File: config.mk
export PLATFORM = sky130hd
export DESIGN_NAME = reaction_text_tokenizer_unit
export DESIGN_NICKNAME = d
export VERILOG_FILES = /design/src/sv/rtt_pkg.sv /design/src/sv/rtt_front.sv /design/src/sv/rtt_queue.sv /design/src/sv/rtt_back.sv /design/src/sv/reaction_text_tokenizer_unit.sv
export SDC_FILE = /design/constraint.sdc
export NUM_CORES = 1
export LEC_CHECK = 0
export BUFFER_PORTS_ARGS = -buffer_cell sky130_fd_sc_hd__buf_2
export CORE_MARGIN = 8
export CORE_UTILIZATION = 34
export CTS_CLUSTER_DIAMETER = 120
export DETAILED_ROUTE_END_ITERATION = 6
export PLACE_DENSITY = 0.49
export SLEW_MARGIN = 40
export SYNTH_ARGS = -nofsm -noshare
export SYNTH_HDL_FRONTEND = slang
export SYNTH_SLANG_ARGS = --single-unit
File: constraint.sdc
create_clock -name clk -period 13.3 [get_ports clk]
set_input_delay 1.995 -clock clk [delete_from_list [all_inputs] [get_ports clk]]
set_output_delay 1.995 -clock clk [all_outputs]
set_load 0.03 [all_outputs]
File: src/sv/rtt_pkg.sv
// ----------------------------------------------------------------------------
// rtt_pkg
// Shared types and codes for the reaction text tokenizer: token kinds,
// character constants and the request that travels from front to back.
// ----------------------------------------------------------------------------
package rtt_pkg;

	// token kinds on the result channel
	localparam logic [2:0] KIND_END   = 3'd0;
	localparam logic [2:0] KIND_IDENT = 3'd1;
	localparam logic [2:0] KIND_INT   = 3'd2;
	localparam logic [2:0] KIND_PLUS  = 3'd3;
	localparam logic [2:0] KIND_SEMI  = 3'd4;
	localparam logic [2:0] KIND_COLON = 3'd5;
	localparam logic [2:0] KIND_ARROW = 3'd6;
	localparam logic [2:0] KIND_BAD   = 3'd7;

	// work done before the byte itself: replay the stored lexeme or a lone minus
	localparam logic [1:0] PRE_NONE  = 2'd0;
	localparam logic [1:0] PRE_IDENT = 2'd1;
	localparam logic [1:0] PRE_INT   = 2'd2;
	localparam logic [1:0] PRE_MINUS = 2'd3;

	// work done for the byte itself
	localparam logic [2:0] POST_NONE   = 3'd0;
	localparam logic [2:0] POST_STORE  = 3'd1;
	localparam logic [2:0] POST_SINGLE = 3'd2;
	localparam logic [2:0] POST_ARROW  = 3'd3;
	localparam logic [2:0] POST_END    = 3'd4;

	localparam logic [7:0] CH_TAB   = 8'h09;
	localparam logic [7:0] CH_LF    = 8'h0A;
	localparam logic [7:0] CH_CR    = 8'h0D;
	localparam logic [7:0] CH_SPACE = 8'h20;
	localparam logic [7:0] CH_HASH  = 8'h23;
	localparam logic [7:0] CH_PLUS  = 8'h2B;
	localparam logic [7:0] CH_MINUS = 8'h2D;
	localparam logic [7:0] CH_ZERO  = 8'h30;
	localparam logic [7:0] CH_NINE  = 8'h39;
	localparam logic [7:0] CH_COLON = 8'h3A;
	localparam logic [7:0] CH_SEMI  = 8'h3B;
	localparam logic [7:0] CH_GT    = 8'h3E;
	localparam logic [7:0] CH_UC_A  = 8'h41;
	localparam logic [7:0] CH_UC_Z  = 8'h5A;
	localparam logic [7:0] CH_LBRK  = 8'h5B;
	localparam logic [7:0] CH_RBRK  = 8'h5D;
	localparam logic [7:0] CH_UNDER = 8'h5F;
	localparam logic [7:0] CH_LC_A  = 8'h61;
	localparam logic [7:0] CH_LC_Z  = 8'h7A;

	localparam logic [23:0] LINE_MAX = 24'hFFFFFF;

	localparam int QUEUE_DEPTH = 4;
	localparam int QPW         = $clog2(QUEUE_DEPTH);

	typedef struct packed {
		logic [1:0]  pre;
		logic [2:0]  post;
		logic [2:0]  kind;
		logic [7:0]  ch;
		logic [31:0] value;
		logic        ovf;
		logic [23:0] line;
	} rtt_req_t;

endpackage

File: src/sv/rtt_front.sv
// ----------------------------------------------------------------------------
// rtt_front
// Accepts text bytes, tracks the scan mode, line count and decimal value,
// and turns each byte into at most one request for the back end.
// ----------------------------------------------------------------------------
module rtt_front import rtt_pkg::*; (
	input  logic        clk,
	input  logic        arst_n,
	input  logic        cfg_we,
	input  logic        cfg_wdata,
	input  logic        in_valid,
	output logic        in_stall,
	input  logic [7:0]  in_byte,
	input  logic        end_of_input,
	input  logic        q_full,
	output logic        q_push,
	output rtt_req_t    q_req
);

	localparam logic [2:0] MODE_IDLE   = 3'd0;
	localparam logic [2:0] MODE_SKIP   = 3'd1;
	localparam logic [2:0] MODE_MINUS  = 3'd2;
	localparam logic [2:0] MODE_IDENT  = 3'd3;
	localparam logic [2:0] MODE_NUMBER = 3'd4;

	logic [2:0]  mode_q, mode_d;
	logic [31:0] acc_q, acc_d;
	logic        sat_q, sat_d;
	logic [23:0] line_q, line_d;
	logic        skip_semi_q;

	logic        take;
	logic        is_letter, is_digit, is_tail;
	logic        do_idle;
	logic [35:0] acc_next;
	logic [23:0] line_inc;
	logic [3:0]  digit;

	assign in_stall = q_full;
	assign take     = in_valid && !q_full;

	assign is_letter = (in_byte >= CH_LC_A && in_byte <= CH_LC_Z) ||
	                   (in_byte >= CH_UC_A && in_byte <= CH_UC_Z);
	assign is_digit  = in_byte >= CH_ZERO && in_byte <= CH_NINE;
	assign is_tail   = is_letter || is_digit || in_byte == CH_UNDER ||
	                   in_byte == CH_LBRK || in_byte == CH_RBRK;
	assign digit     = in_byte[3:0];

	// acc * 10 + digit, then saturate at 32 bits
	assign acc_next = {1'b0, acc_q, 3'b000} + {3'b000, acc_q, 1'b0} + {32'd0, digit};
	assign line_inc = (line_q != LINE_MAX) ? line_q + 24'd1 : line_q;

	always_comb begin
		mode_d  = mode_q;
		acc_d   = acc_q;
		sat_d   = sat_q;
		line_d  = line_q;
		do_idle = 1'b0;
		q_req       = '0;
		q_req.pre   = PRE_NONE;
		q_req.post  = POST_NONE;
		q_req.kind  = KIND_BAD;
		q_req.ch    = in_byte;
		q_req.line  = line_q;
		if (end_of_input) begin
			priority case (mode_q)
				MODE_IDENT:  q_req.pre = PRE_IDENT;
				MODE_NUMBER: begin
					q_req.pre   = PRE_INT;
					q_req.value = acc_q;
					q_req.ovf   = sat_q;
				end
				MODE_MINUS:  q_req.pre = PRE_MINUS;
				default:     q_req.pre = PRE_NONE;
			endcase
			q_req.post = POST_END;
			mode_d     = MODE_IDLE;
			acc_d      = '0;
			sat_d      = 1'b0;
		end else begin
			priority case (mode_q)
				MODE_SKIP: begin
					if (in_byte == CH_LF) begin
						line_d = line_inc;
						mode_d = MODE_IDLE;
					end
				end
				MODE_MINUS: begin
					mode_d = MODE_IDLE;
					if (in_byte == CH_GT) begin
						q_req.post = POST_ARROW;
					end else begin
						q_req.pre = PRE_MINUS;
						do_idle   = 1'b1;
					end
				end
				MODE_IDENT: begin
					if (is_tail) begin
						q_req.post = POST_STORE;
					end else begin
						q_req.pre = PRE_IDENT;
						mode_d    = MODE_IDLE;
						do_idle   = 1'b1;
					end
				end
				MODE_NUMBER: begin
					if (is_digit) begin
						q_req.post = POST_STORE;
						if (acc_next[35:32] != 4'd0) begin
							acc_d = '1;
							sat_d = 1'b1;
						end else begin
							acc_d = acc_next[31:0];
						end
					end else begin
						q_req.pre   = PRE_INT;
						q_req.value = acc_q;
						q_req.ovf   = sat_q;
						mode_d      = MODE_IDLE;
						do_idle     = 1'b1;
					end
				end
				default: begin
					mode_d  = MODE_IDLE;
					do_idle = 1'b1;
				end
			endcase

			// scan the byte from idle, after any pending token
			if (do_idle) begin
				priority if (in_byte == CH_SPACE || in_byte == CH_TAB || in_byte == CH_CR) begin
					mode_d = MODE_IDLE;
				end else if (in_byte == CH_LF) begin
					line_d = line_inc;
				end else if (in_byte == CH_HASH) begin
					mode_d = MODE_SKIP;
				end else if (in_byte == CH_PLUS) begin
					q_req.post = POST_SINGLE;
					q_req.kind = KIND_PLUS;
				end else if (in_byte == CH_COLON) begin
					q_req.post = POST_SINGLE;
					q_req.kind = KIND_COLON;
				end else if (in_byte == CH_SEMI) begin
					q_req.post = POST_SINGLE;
					q_req.kind = KIND_SEMI;
					mode_d     = skip_semi_q ? MODE_SKIP : MODE_IDLE;
				end else if (in_byte == CH_MINUS) begin
					mode_d = MODE_MINUS;
				end else if (is_letter || in_byte == CH_UNDER) begin
					q_req.post = POST_STORE;
					mode_d     = MODE_IDENT;
				end else if (is_digit) begin
					q_req.post = POST_STORE;
					acc_d      = {28'd0, digit};
					sat_d      = 1'b0;
					mode_d     = MODE_NUMBER;
				end else begin
					q_req.post = POST_SINGLE;
					q_req.kind = KIND_BAD;
				end
			end
		end
	end

	assign q_push = take && (q_req.pre != PRE_NONE || q_req.post != POST_NONE);

	always_ff @(posedge clk or negedge arst_n) begin
		if (!arst_n) begin
			mode_q      <= MODE_IDLE;
			acc_q       <= '0;
			sat_q       <= 1'b0;
			line_q      <= 24'd1;
			skip_semi_q <= 1'b1;
		end else begin
			if (cfg_we) begin
				skip_semi_q <= cfg_wdata;
			end
			if (take) begin
				mode_q <= mode_d;
				acc_q  <= acc_d;
				sat_q  <= sat_d;
				line_q <= line_d;
			end
		end
	end

endmodule

File: src/sv/rtt_queue.sv
// ----------------------------------------------------------------------------
// rtt_queue
// Short request queue between the front and the back end.
// ----------------------------------------------------------------------------
module rtt_queue import rtt_pkg::*; (
	input  logic     clk,
	input  logic     arst_n,
	input  logic     push,
	input  rtt_req_t push_req,
	output logic     full,
	input  logic     pop,
	output rtt_req_t head,
	output logic     head_valid
);

	rtt_req_t       slot_q [QUEUE_DEPTH];
	logic [QPW-1:0] wr_ptr_q, rd_ptr_q;
	logic [QPW:0]   count_q;

	assign full       = count_q == (QPW+1)'(QUEUE_DEPTH);
	assign head_valid = count_q != '0;
	assign head       = slot_q[rd_ptr_q];

	always_ff @(posedge clk) begin
		if (push) begin
			slot_q[wr_ptr_q] <= push_req;
		end
	end

	always_ff @(posedge clk or negedge arst_n) begin
		if (!arst_n) begin
			wr_ptr_q <= '0;
			rd_ptr_q <= '0;
			count_q  <= '0;
		end else begin
			if (push) begin
				wr_ptr_q <= wr_ptr_q + 1'b1;
			end
			if (pop) begin
				rd_ptr_q <= rd_ptr_q + 1'b1;
			end
			unique case ({push, pop})
				2'b10:   count_q <= count_q + 1'b1;
				2'b01:   count_q <= count_q - 1'b1;
				default: count_q <= count_q;
			endcase
		end
	end

endmodule

File: src/sv/rtt_back.sv
// ----------------------------------------------------------------------------
// rtt_back
// Executes requests: writes lexeme characters to the store, replays the
// store as a token run and emits single tokens, through an output register.
// ----------------------------------------------------------------------------
module rtt_back import rtt_pkg::*; #(
	parameter int MAX_LEXEME = 32
) (
	input  logic        clk,
	input  logic        arst_n,
	input  rtt_req_t    head,
	input  logic        head_valid,
	output logic        pop,
	output logic        out_valid,
	input  logic        out_stall,
	output logic [2:0]  kind,
	output logic [7:0]  lexeme_char,
	output logic        last,
	output logic [31:0] value,
	output logic        value_overflow,
	output logic [23:0] line
);

	localparam int IW = $clog2(MAX_LEXEME);
	localparam int LW = $clog2(MAX_LEXEME + 1);

	logic [7:0]    mem [MAX_LEXEME];
	logic [7:0]    rd_q;
	logic [IW-1:0] idx_q, idx_d;
	logic [LW-1:0] len_q, len_d;
	logic          post_q, post_d;
	logic          arr_q, arr_d;

	logic          out_valid_q;
	logic [2:0]    kind_q;
	logic [7:0]    char_q;
	logic          last_q;
	logic [31:0]   value_q;
	logic          ovf_q;
	logic [23:0]   line_q;

	logic          out_ok, ld, we, is_flush, eff_post;
	logic [2:0]    o_kind;
	logic [7:0]    o_ch;
	logic          o_last;
	logic [31:0]   o_value;
	logic          o_ovf;

	assign out_ok   = !out_valid_q || !out_stall;
	assign is_flush = head.pre == PRE_IDENT || head.pre == PRE_INT;
	// skip the pre phase when there is nothing to replay
	assign eff_post = post_q || head.pre == PRE_NONE || (is_flush && len_q == '0);

	always_comb begin
		ld      = 1'b0;
		pop     = 1'b0;
		we      = 1'b0;
		idx_d   = idx_q;
		len_d   = len_q;
		post_d  = post_q;
		arr_d   = arr_q;
		o_kind  = KIND_END;
		o_ch    = 8'd0;
		o_last  = 1'b1;
		o_value = '0;
		o_ovf   = 1'b0;
		if (head_valid) begin
			if (!eff_post) begin
				if (out_ok) begin
					ld = 1'b1;
					if (is_flush) begin
						o_kind  = (head.pre == PRE_INT) ? KIND_INT : KIND_IDENT;
						o_ch    = rd_q;
						o_last  = (LW'(idx_q) + 1'b1) == len_q;
						o_value = head.value;
						o_ovf   = head.ovf;
						if (o_last) begin
							idx_d  = '0;
							len_d  = '0;
							post_d = 1'b1;
						end else begin
							idx_d = idx_q + 1'b1;
						end
					end else begin
						o_kind = KIND_BAD;
						o_ch   = CH_MINUS;
						post_d = 1'b1;
					end
				end
			end else begin
				unique case (head.post)
					POST_STORE: begin
						pop = 1'b1;
						if (len_q < LW'(MAX_LEXEME)) begin
							we    = 1'b1;
							len_d = len_q + 1'b1;
						end
					end
					POST_SINGLE: begin
						if (out_ok) begin
							ld     = 1'b1;
							pop    = 1'b1;
							o_kind = head.kind;
							o_ch   = head.ch;
						end
					end
					POST_END: begin
						if (out_ok) begin
							ld  = 1'b1;
							pop = 1'b1;
						end
					end
					POST_ARROW: begin
						if (out_ok) begin
							ld     = 1'b1;
							o_kind = KIND_ARROW;
							o_ch   = arr_q ? CH_GT : CH_MINUS;
							o_last = arr_q;
							arr_d  = !arr_q;
							pop    = arr_q;
						end
					end
					default: pop = 1'b1;
				endcase
			end
			if (pop) begin
				post_d = 1'b0;
			end
		end
	end

	// store: one write port, one registered read port with write bypass
	always_ff @(posedge clk) begin
		if (we) begin
			mem[len_q[IW-1:0]] <= head.ch;
		end
		if (we && len_q[IW-1:0] == idx_d) begin
			rd_q <= head.ch;
		end else begin
			rd_q <= mem[idx_d];
		end
	end

	always_ff @(posedge clk or negedge arst_n) begin
		if (!arst_n) begin
			idx_q       <= '0;
			len_q       <= '0;
			post_q      <= 1'b0;
			arr_q       <= 1'b0;
			out_valid_q <= 1'b0;
		end else begin
			idx_q  <= idx_d;
			len_q  <= len_d;
			post_q <= post_d;
			arr_q  <= arr_d;
			if (ld) begin
				out_valid_q <= 1'b1;
			end else if (!out_stall) begin
				out_valid_q <= 1'b0;
			end
		end
	end

	always_ff @(posedge clk) begin
		if (ld) begin
			kind_q  <= o_kind;
			char_q  <= o_ch;
			last_q  <= o_last;
			value_q <= o_value;
			ovf_q   <= o_ovf;
			line_q  <= head.line;
		end
	end

	assign out_valid      = out_valid_q;
	assign kind           = kind_q;
	assign lexeme_char    = char_q;
	assign last           = last_q;
	assign value          = value_q;
	assign value_overflow = ovf_q;
	assign line           = line_q;

endmodule

File: src/sv/reaction_text_tokenizer_unit.sv
// ----------------------------------------------------------------------------
// reaction_text_tokenizer_unit
// Streaming tokenizer for reaction text: bytes in, token character runs out.
//
//   channel   dir  handshake           payload
//   in        in   in_valid/in_stall   in_byte, end_of_input
//   out       out  out_valid/out_stall kind, lexeme_char, last, value,
//                                      value_overflow, line
//   cfg       in   cfg_we              cfg_wdata (skip after semicolon)
//
// The front takes one byte per cycle while the request queue has room.
// The back end writes each character to the store, then replays the store as
// one result per character, so the back end sets the pace for each token.
// Reset clears the control state; the lexeme store needs no clearing pass.
// A stalled output holds its result while the front keeps filling the queue.
// ----------------------------------------------------------------------------
module reaction_text_tokenizer_unit import rtt_pkg::*; #(
	parameter int MAX_LEXEME = 32
) (
	input  logic        clk,
	input  logic        arst_n,
	input  logic        cfg_we,
	input  logic        cfg_wdata,
	input  logic        in_valid,
	output logic        in_stall,
	input  logic [7:0]  in_byte,
	input  logic        end_of_input,
	output logic        out_valid,
	input  logic        out_stall,
	output logic [2:0]  kind,
	output logic [7:0]  lexeme_char,
	output logic        last,
	output logic [31:0] value,
	output logic        value_overflow,
	output logic [23:0] line
);

	logic     q_push, q_full, q_pop, q_head_valid;
	rtt_req_t q_req, q_head;

	rtt_front u_front (
		.clk          (clk),
		.arst_n       (arst_n),
		.cfg_we       (cfg_we),
		.cfg_wdata    (cfg_wdata),
		.in_valid     (in_valid),
		.in_stall     (in_stall),
		.in_byte      (in_byte),
		.end_of_input (end_of_input),
		.q_full       (q_full),
		.q_push       (q_push),
		.q_req        (q_req)
	);

	rtt_queue u_queue (
		.clk        (clk),
		.arst_n     (arst_n),
		.push       (q_push),
		.push_req   (q_req),
		.full       (q_full),
		.pop        (q_pop),
		.head       (q_head),
		.head_valid (q_head_valid)
	);

	rtt_back #(
		.MAX_LEXEME (MAX_LEXEME)
	) u_back (
		.clk            (clk),
		.arst_n         (arst_n),
		.head           (q_head),
		.head_valid     (q_head_valid),
		.pop            (q_pop),
		.out_valid      (out_valid),
		.out_stall      (out_stall),
		.kind           (kind),
		.lexeme_char    (lexeme_char),
		.last           (last),
		.value          (value),
		.value_overflow (value_overflow),
		.line           (line)
	);

endmodule

==> results of run 1 <==
-- metrics by stage --
step                power (W)  setup WS (ns)  cells   util  instance area, um2
floorplan             0.00471           7.34   1816      -               30500
global placement      0.00548           7.48   2999  0.362               32100
detailed placement    0.00555           7.37   3003  0.364               32200
CTS                   0.00779           8.00   3149  0.394               34900
global route          0.00802           7.68   3149  0.394               35000
finish                0.00765           7.88   3151  0.394               35000
-- tightest hold or removal path, stage by stage (launching register included) --
cell and delay, ns:
sky130_fd_sc_hd__dfrtp_1 0.34, sky130_fd_sc_hd__a31oi_1 0.04, sky130_fd_sc_hd__nor2_1 0.08
-- cell type report --
type / instances / area share
Multi-Input combinational cell: 993 / 0.267
Antenna cell: 2 / 0.000143
Tap cell: 1165 / 0.0417
Inverter: 35 / 0.00376
Timing Repair Buffer: 106 / 0.0187
Sequential cell: 704 / 0.592
Clock inverter: 34 / 0.0142
Clock buffer: 112 / 0.0624
-- registers in the layout, summed over array words and instances (netlist names), named ones only --
signal and count:
u_back.kind 3, u_front.line_q 24, u_queue.count_q 3, u_front.mode_q 3, u_back.line 24, u_back.value_overflow 1, u_queue.slot_q 292, u_back.idx_q 5
u_back.last 1, u_back.post_q 1, u_front.sat_q 1, u_back.len_q 6, u_back.out_valid 1, u_queue.rd_ptr_q 2, u_front.skip_semi_q 1, u_back.value 32
u_back.arr_q 1, u_queue.wr_ptr_q 2, u_back.lexeme_char 8, u_front.acc_q 32, u_back.mem 256
-- cell families (layout without fill, tap and decap cells) --
kind of cell | Yosys count | count (layout) | synth area share
adder cells (fa/ha/maj) | 80 | 80 | 0.0336
AND/OR/NAND/NOR | 384 | 384 | 0.0674
XOR/XNOR | 65 | 65 | 0.0191
AO/OA/AOI/OAI | 288 | 288 | 0.0629
buffers and inverters | 119 | 287 | 0.0169
multiplexers | 176 | 176 | 0.121
flip-flops | 704 | 704 | 0.679
other | 0 | 2 | 0
-- path summary, 6_finish.rpt --
check / to / slack (ns) / depth (start not counted)
worst max-delay path: u_front.acc_q[22] / 7.88 / 14
max in group asynchronous: u_queue.rd_ptr_q[1] / 10.97 / 2
min in group asynchronous: u_front.line_q[8] / 1.30 / 1
worst max register to register: u_back.mem[25][2] / 8.56 / 6
worst min-delay path: u_back.post_q / 0.50 / 2
worst min register to register: u_back.post_q / 0.50 / 2
-- per-layer routing --
| metal | GRT usage | vias up | share of wire |
|---|---|---|---|
| met5 | 0 | - | 0.00030 |
| met4 | 0.0390 | 4 | 0.020 |
| met3 | 0.0232 | 93 | 0.041 |
| met2 | 0.238 | 321 | 0.49 |
| met1 | 0.191 | 8553 | 0.45 |
| li1 | - | 7411 | - |
-- placed cells by master (no fill, tap or decap), types with 46 or more instances in the layout --
cell type	netlist	final
sky130_fd_sc_hd__mux4_2	153	153
sky130_fd_sc_hd__nand2_1	70	70
sky130_fd_sc_hd__a21oi_1	119	119
sky130_fd_sc_hd__xnor2_1	46	46
sky130_fd_sc_hd__buf_2	15	84
sky130_fd_sc_hd__dfrtp_1	80	78
sky130_fd_sc_hd__edfxtp_1	617	617
sky130_fd_sc_hd__ha_1	77	77
sky130_fd_sc_hd__o21ai_0	47	47
sky130_fd_sc_hd__clkbuf_16	0	79
sky130_fd_sc_hd__nor2_1	101	78
-- power by group --
group	leakage [nW]	switching [W]	internal, W
logic	4.16	0.00142	0.000787
clock network	1.30	0.000880	0.00133
registers	6.77	0.000201	0.00303
total	12.2	0.00250	0.00514
==> results.rst, run 1 <==
.. list-table::
   :header-rows: 1

   * - Metric
     - Value
   * - Post-synth net total
     - 1,911
   * - WP data required
     - 13.77 ns
   * - Initial core utilization
     - 0.344
   * - Largest stage delay, worst path
     - 0.56 ns
   * - Upper clock frequency limit
     - 184 MHz
   * - Total clock sinks
     - about 700
   * - Chip Width
     - 315 um
   * - Critical path fanouts, max
     - 20
   * - Least-Margin Pin Slew
     - 0.889 ns
   * - Via count
     - 16,382
   * - Count of routing violations after the opening detailed-route iteration
     - ~1,100
   * - Cell Rows
     - roughly 110
   * - Synth cell count leaders
     - 617 x sky130_fd_sc_hd__edfxtp_1, 153 x sky130_fd_sc_hd__mux4_2, 119 x sky130_fd_sc_hd__a21oi_1, 101 x sky130_fd_sc_hd__nor2_1, 80 x sky130_fd_sc_hd__dfrtp_1
   * - Final setup vio count
     - 0
   * - Top cell type's share of synthesized area
     - 0.608
   * - Total negative slack
     - 0 ns
   * - Cell mode on critical path
     - sky130_fd_sc_hd__inv_1
   * - Final Net Count
     - 2,014
   * - Number of buffers added by the clock tree synthesis step
     - around 80
   * - Number of placed I/O pins
     - 86
   * - Sequential element share of the synthesized area
     - 0.679
   * - Average vias per placed instance
     - about 5.2
   * - TritonCTS clock tree
     - yes
   * - Count of input and output buffers
     - 85
   * - Crit. Startpoint
     - in_byte[3]
   * - Startpoint of the tightest hold check path
     - u_back.post_q
   * - DR pass1 iterations
     - 5
   * - Peak ir drop on the vdd network
     - around 0.00012 V
   * - Final weighted congestion in routability-driven placement
     - 0.805
   * - Reg-to-reg startpoint
     - u_queue.rd_ptr_q[0]
   * - Static power due to leakage
     - 12.2 nW
   * - Average detailed-routed wire length per instance
     - 22.6 um
   * - Syn_area_per_cell
     - 16.8 um2
   * - Relative max-transition margin
     - 0.405
   * - Fraction of final layout cells sized beyond drive strength 1
     - 0.224
   * - Largest net degree at the start of global routing
     - 65
   * - Combined global-route utilization of all metal layers
     - 0.142
   * - Dpl hpwl
     - 45,200 um
   * - Min cycle time layout
     - 5.42 ns
   * - Count of fill cells added during filler insertion
     - slightly above 8,000
   * - Remaining antenna violation count
     - 0
   * - CTS hold repair buffers
     - 0
   * - Via count of the first global-routing pass
     - 17,075
   * - Critical Path Source Type
     - input port
   * - Wire length reported by the detailed router
     - 71,200 um
   * - Worst setup skew after layout
     - 0.0445 ns
   * - Number of distinct library cells after synthesis
     - 96
   * - Register bit count reported by yosys
     - ~700
   * - Critical path buffer and inverter count
     - 4
   * - Setup repair after global routing missed its margin
     - false
   * - Synth area leader
     - sky130_fd_sc_hd__edfxtp_1
   * - Total global routing overflow
     - 0
   * - Residual DRC
     - 0
   * - Synth top area cells
     - sky130_fd_sc_hd__edfxtp_1 61%, sky130_fd_sc_hd__mux4_2 11%, sky130_fd_sc_hd__dfrtp_1 6.6%
   * - Warnings, synthesis
     - 0
   * - Critical Path Slowest Stage Cell
     - sky130_fd_sc_hd__fa_1
   * - Most common cell in the netlist
     - sky130_fd_sc_hd__edfxtp_1
   * - Floorplan die area
     - 0.0994 mm2
   * - Worst-path clk slew
     - 0.06 ns
   * - Sequential cell area
     - 0.0207 mm2
   * - Class of the tightest hold or removal check
     - flip-flop to flip-flop
   * - Worst setup path category
     - input port to flip-flop
   * - Chain of cells forming the critical path
     - buf_2 -> inv_1 -> fa_1 -> inv_1 -> ha_1 -> a211oi_1 -> o211ai_1 -> a31oi_4 -> o2111ai_2 -> o31ai_2 -> o211ai_2 -> nor3_4 -> buf_4 -> a31oi_1
   * - Power density over the cells
     - ~220 mW/mm2
   * - Number of synthesized flops with an enable pin
     - 617
   * - Die height
     - 315 um
   * - Maximum clock path buffer count
     - 3
   * - Cell family with most CP delay
     - compound AO/OA/AOI/OAI gates
   * - Worst Path Arrival
     - 5.90 ns
   * - Number of maximum-capacitance constraint violations
     - 0
   * - Clock latency reported for the late side of the worst-skew pair
     - 0.63 ns
   * - Period utilisation layout
     - 0.408
   * - Area occupied by multi-input gates
     - 0.00935 mm2
   * - Result of the run
     - completed
   * - Area of the mapped netlist
     - 0.0305 mm2
   * - H-tree depth
     - 3
   * - Final Hold Viols
     - 0
   * - CP Capture Type
     - flip-flop
   * - Post-CTS Resized
     - 0
   * - Area overhead of the layout relative to synthesis
     - 14.8%
   * - Worst Hold Slack
     - 0.498 ns
   * - Gate count of the mapped netlist
     - roughly 1,800
   * - Area of the core
     - 0.0886 mm2
   * - Post-CTS Setup Bufs
     - 0
   * - Ys flop type
     - sky130_fd_sc_hd__edfxtp_1
   * - Global-route wire length before repair
     - around 110,000 um
   * - Ys async rst share
     - 0.116
   * - Clock root buffer master
     - sky130_fd_sc_hd__clkbuf_16
   * - Count of pins over their slew limit
     - 0
   * - Antenna violations before repair
     - 10
Power figures use the tool's default switching activity.
==> run 2, diff against run 1 <==
==> constraint.sdc (replaced) <==
create_clock -name clk -period 5.1 [get_ports clk]
set_input_delay 0.765 -clock clk [delete_from_list [all_inputs] [get_ports clk]]
set_output_delay 0.765 -clock clk [all_outputs]
set_load 0.03 [all_outputs]
==> results.rst, run 2 (synthesis results as in run 1) <==
.. list-table::
   :header-rows: 1

   * - Metric
     - Value
   * - Worst-path clk slew
     - 0.06 ns
   * - Critical Path Slowest Stage Cell
     - sky130_fd_sc_hd__mux4_2
   * - WP data required
     - 5.63 ns
   * - Wire length reported by the detailed router
     - 72,000 um
   * - Largest net degree at the start of global routing
     - 46
   * - Largest stage delay, worst path
     - 0.77 ns
   * - Area overhead of the layout relative to synthesis
     - 15.2%
   * - Floorplan die area
     - between 0.09 and 0.1 mm2
   * - Count of input and output buffers
     - 85
   * - Chip Width
     - 315 um
   * - Chain of cells forming the critical path
     - buf_4 -> mux4_2 -> inv_1 -> nor2_1 -> nand2_1 -> nand2_1 -> a21oi_1 -> ha_1 -> inv_1 -> fa_1 -> xor2_1 -> nor2_1 -> xnor2_1
   * - Least-Margin Pin Slew
     - 0.815 ns
   * - Area of the core
     - about 0.089 mm2
   * - Layer with the highest usage after global routing
     - met2
   * - Global-route wire length before repair
     - between 100,000 and 150,000 um
   * - Critical Path Source Type
     - flip-flop
   * - Commonest non-fill, non-tap cell in the layout
     - sky130_fd_sc_hd__edfxtp_1
   * - Number of buffers added by the clock tree synthesis step
     - 77
   * - Worst Path Arrival
     - 4.38 ns
   * - Part of the power in registers
     - 0.422
   * - Average vias per placed instance
     - 5.16
   * - Post-CTS Setup Bufs
     - 0
   * - Antenna violations before repair
     - 9
   * - Critical path buffer and inverter count
     - 3
   * - Internal Pwr Total
     - 0.0132 W
   * - Total global routing overflow
     - 0
   * - Setup repair after global routing missed its margin
     - false
   * - Final setup vio count
     - 0
   * - Combined global-route utilization of all metal layers
     - 0.144
   * - Count of fill cells added during filler insertion
     - 8,135
   * - Depth of the worst register-to-register path
     - 13
   * - Initial core utilization
     - 0.344
   * - Clock root buffer master
     - sky130_fd_sc_hd__clkbuf_16
   * - Peak ir drop on the vdd network
     - 0.000422 V
   * - Dpl hpwl
     - 45,800 um
   * - H-tree depth
     - 3
   * - Maximum clock path buffer count
     - 3
   * - Worst setup skew after layout
     - 0.0259 ns
   * - Result of the run
     - completed
   * - Commonest cells after routing, fill and taps aside
     - 617 x sky130_fd_sc_hd__edfxtp_1, 152 x sky130_fd_sc_hd__mux4_2, 119 x sky130_fd_sc_hd__a21oi_1, 96 x sky130_fd_sc_hd__nor2_1, 84 x sky130_fd_sc_hd__buf_2
   * - Part of the power in the clock network
     - 0.279
   * - Count of routing violations after the opening detailed-route iteration
     - 1,105
   * - Pwr Total
     - 0.0197 W
   * - Cell family with most CP delay
     - buffers and inverters
   * - Static power due to leakage
     - about 12 nW
   * - CTS hold repair buffers
     - 0
   * - Number of placed I/O pins
     - 86
   * - Count of pins over their slew limit
     - 0
   * - Net Sw Frac
     - 0.333
   * - Met3 demand-to-capacity share in global routing
     - 0.0296
   * - Cell Rows
     - 109
   * - CP Capture Type
     - flip-flop
   * - Via count of the first global-routing pass
     - roughly 17,000
   * - Switching power
     - 0.00657 W
   * - Register containing the most flip-flops in the final layout
     - u_queue.slot_q
   * - Average detailed-routed wire length per instance
     - ~23 um
   * - TritonCTS clock tree
     - yes
   * - Number of maximum-capacitance constraint violations
     - 0
   * - Clock latency reported for the late side of the worst-skew pair
     - 0.62 ns
   * - DR pass1 iterations
     - 5
   * - Global-route track usage on met2
     - 0.241
   * - Die height
     - 315 um
   * - Number of stages on the worst setup path
     - 13
   * - Final Hold Viols
     - 0
   * - Final core utilization
     - 0.396
   * - Upper clock frequency limit
     - 260 MHz
   * - Critical path fanouts, max
     - 31
   * - Relative max-transition margin
     - 0.457
   * - Power density over the cells
     - 562 mW/mm2
   * - Total clock sinks
     - approximately 700
   * - Period utilisation layout
     - 0.754
   * - Class of the tightest hold or removal check
     - input port to async pin
   * - Total negative slack
     - 0 ns
   * - Final weighted congestion in routability-driven placement
     - 0.853
   * - Min cycle time layout
     - 3.84 ns
   * - Post-CTS Resized
     - 0
   * - Worst setup path category
     - flip-flop to flip-flop
   * - Residual DRC
     - 0
   * - Number of flip-flops under the largest register name
     - 292
   * - Combinational power share
     - 0.299
   * - Via count
     - 16,467
   * - Remaining antenna violation count
     - 0
   * - Fraction of final layout cells sized beyond drive strength 1
     - 0.235
   * - Final Net Count
     - around 2,100
   * - Met1 layer usage reported by global route
     - 0.191
run 2: worst paths after layout:
check	startpoint	to	slack [ns]
max reg2reg	u_queue.rd_ptr_q[0]	u_queue.count_q[2]	1.26
max	u_queue.rd_ptr_q[0]	u_queue.count_q[2]	1.26
min reg2reg	u_back.post_q	u_back.post_q	0.52
max in group asynchronous	arst_n	u_front.acc_q[15]	3.86
min in group clk	cfg_wdata	u_front.skip_semi_q	0.39
min	arst_n	u_front.line_q[8]	0.17
run 2: stage by stage:
step	instance area, um2	worst slack [ns]	std cells	hold WS (ns)
finish	35100	1.26	3190	0.168
global route	35100	1.01	3188	0.188
CTS	35100	1.22	3187	0.169
detailed placement	32600	0.671	3046	0.501
global placement	32500	0.795	3046	0.486
floorplan	30500	0.369	1816	0.442
run 2: worst reg2reg max path: stages, from the launching register on:
cell and delay, ns:
sky130_fd_sc_hd__dfrtp_4 0.49, sky130_fd_sc_hd__buf_4 0.54, sky130_fd_sc_hd__mux4_2 0.77, sky130_fd_sc_hd__inv_1 0.17, sky130_fd_sc_hd__nor2_1 0.07, sky130_fd_sc_hd__nand2_1 0.09, sky130_fd_sc_hd__nand2_1 0.06, sky130_fd_sc_hd__a21oi_1 0.43
sky130_fd_sc_hd__ha_1 0.28, sky130_fd_sc_hd__inv_1 0.07, sky130_fd_sc_hd__fa_1 0.43, sky130_fd_sc_hd__xor2_1 0.15, sky130_fd_sc_hd__nor2_1 0.11, sky130_fd_sc_hd__xnor2_1 0.12
run 2: power groups by stage:
stage          clock (W)  combinational, W  sequential, W
2_1_floorplan          0           0.00342        0.00884
3_5_place_dp           0           0.00602        0.00845
6_report         0.00549           0.00590        0.00832
3_3_place_gp           0           0.00597        0.00842
4_1_cts          0.00566           0.00605        0.00834
5_1_grt          0.00587           0.00639        0.00843
run 2: routing by layer:
metal,vias to the layer above,part of all wire
met3,107,0.053
met5,-,0.00037
met2,340,0.49
met1,8520,0.44
met4,4,0.023
li1,7496,-
run 2: layout make-up:
cell class,count,area [um2],share of cell area
Tap cell,1165,1460,0.0415
Timing Repair Buffer,150,990,0.0282
Antenna cell,2,5.00,0.000143
Clock inverter,43,422,0.0120
Sequential cell,704,20700,0.590
Inverter,35,131,0.00374
Clock buffer,98,2100,0.0597
Multi-Input combinational cell,993,9300,0.265
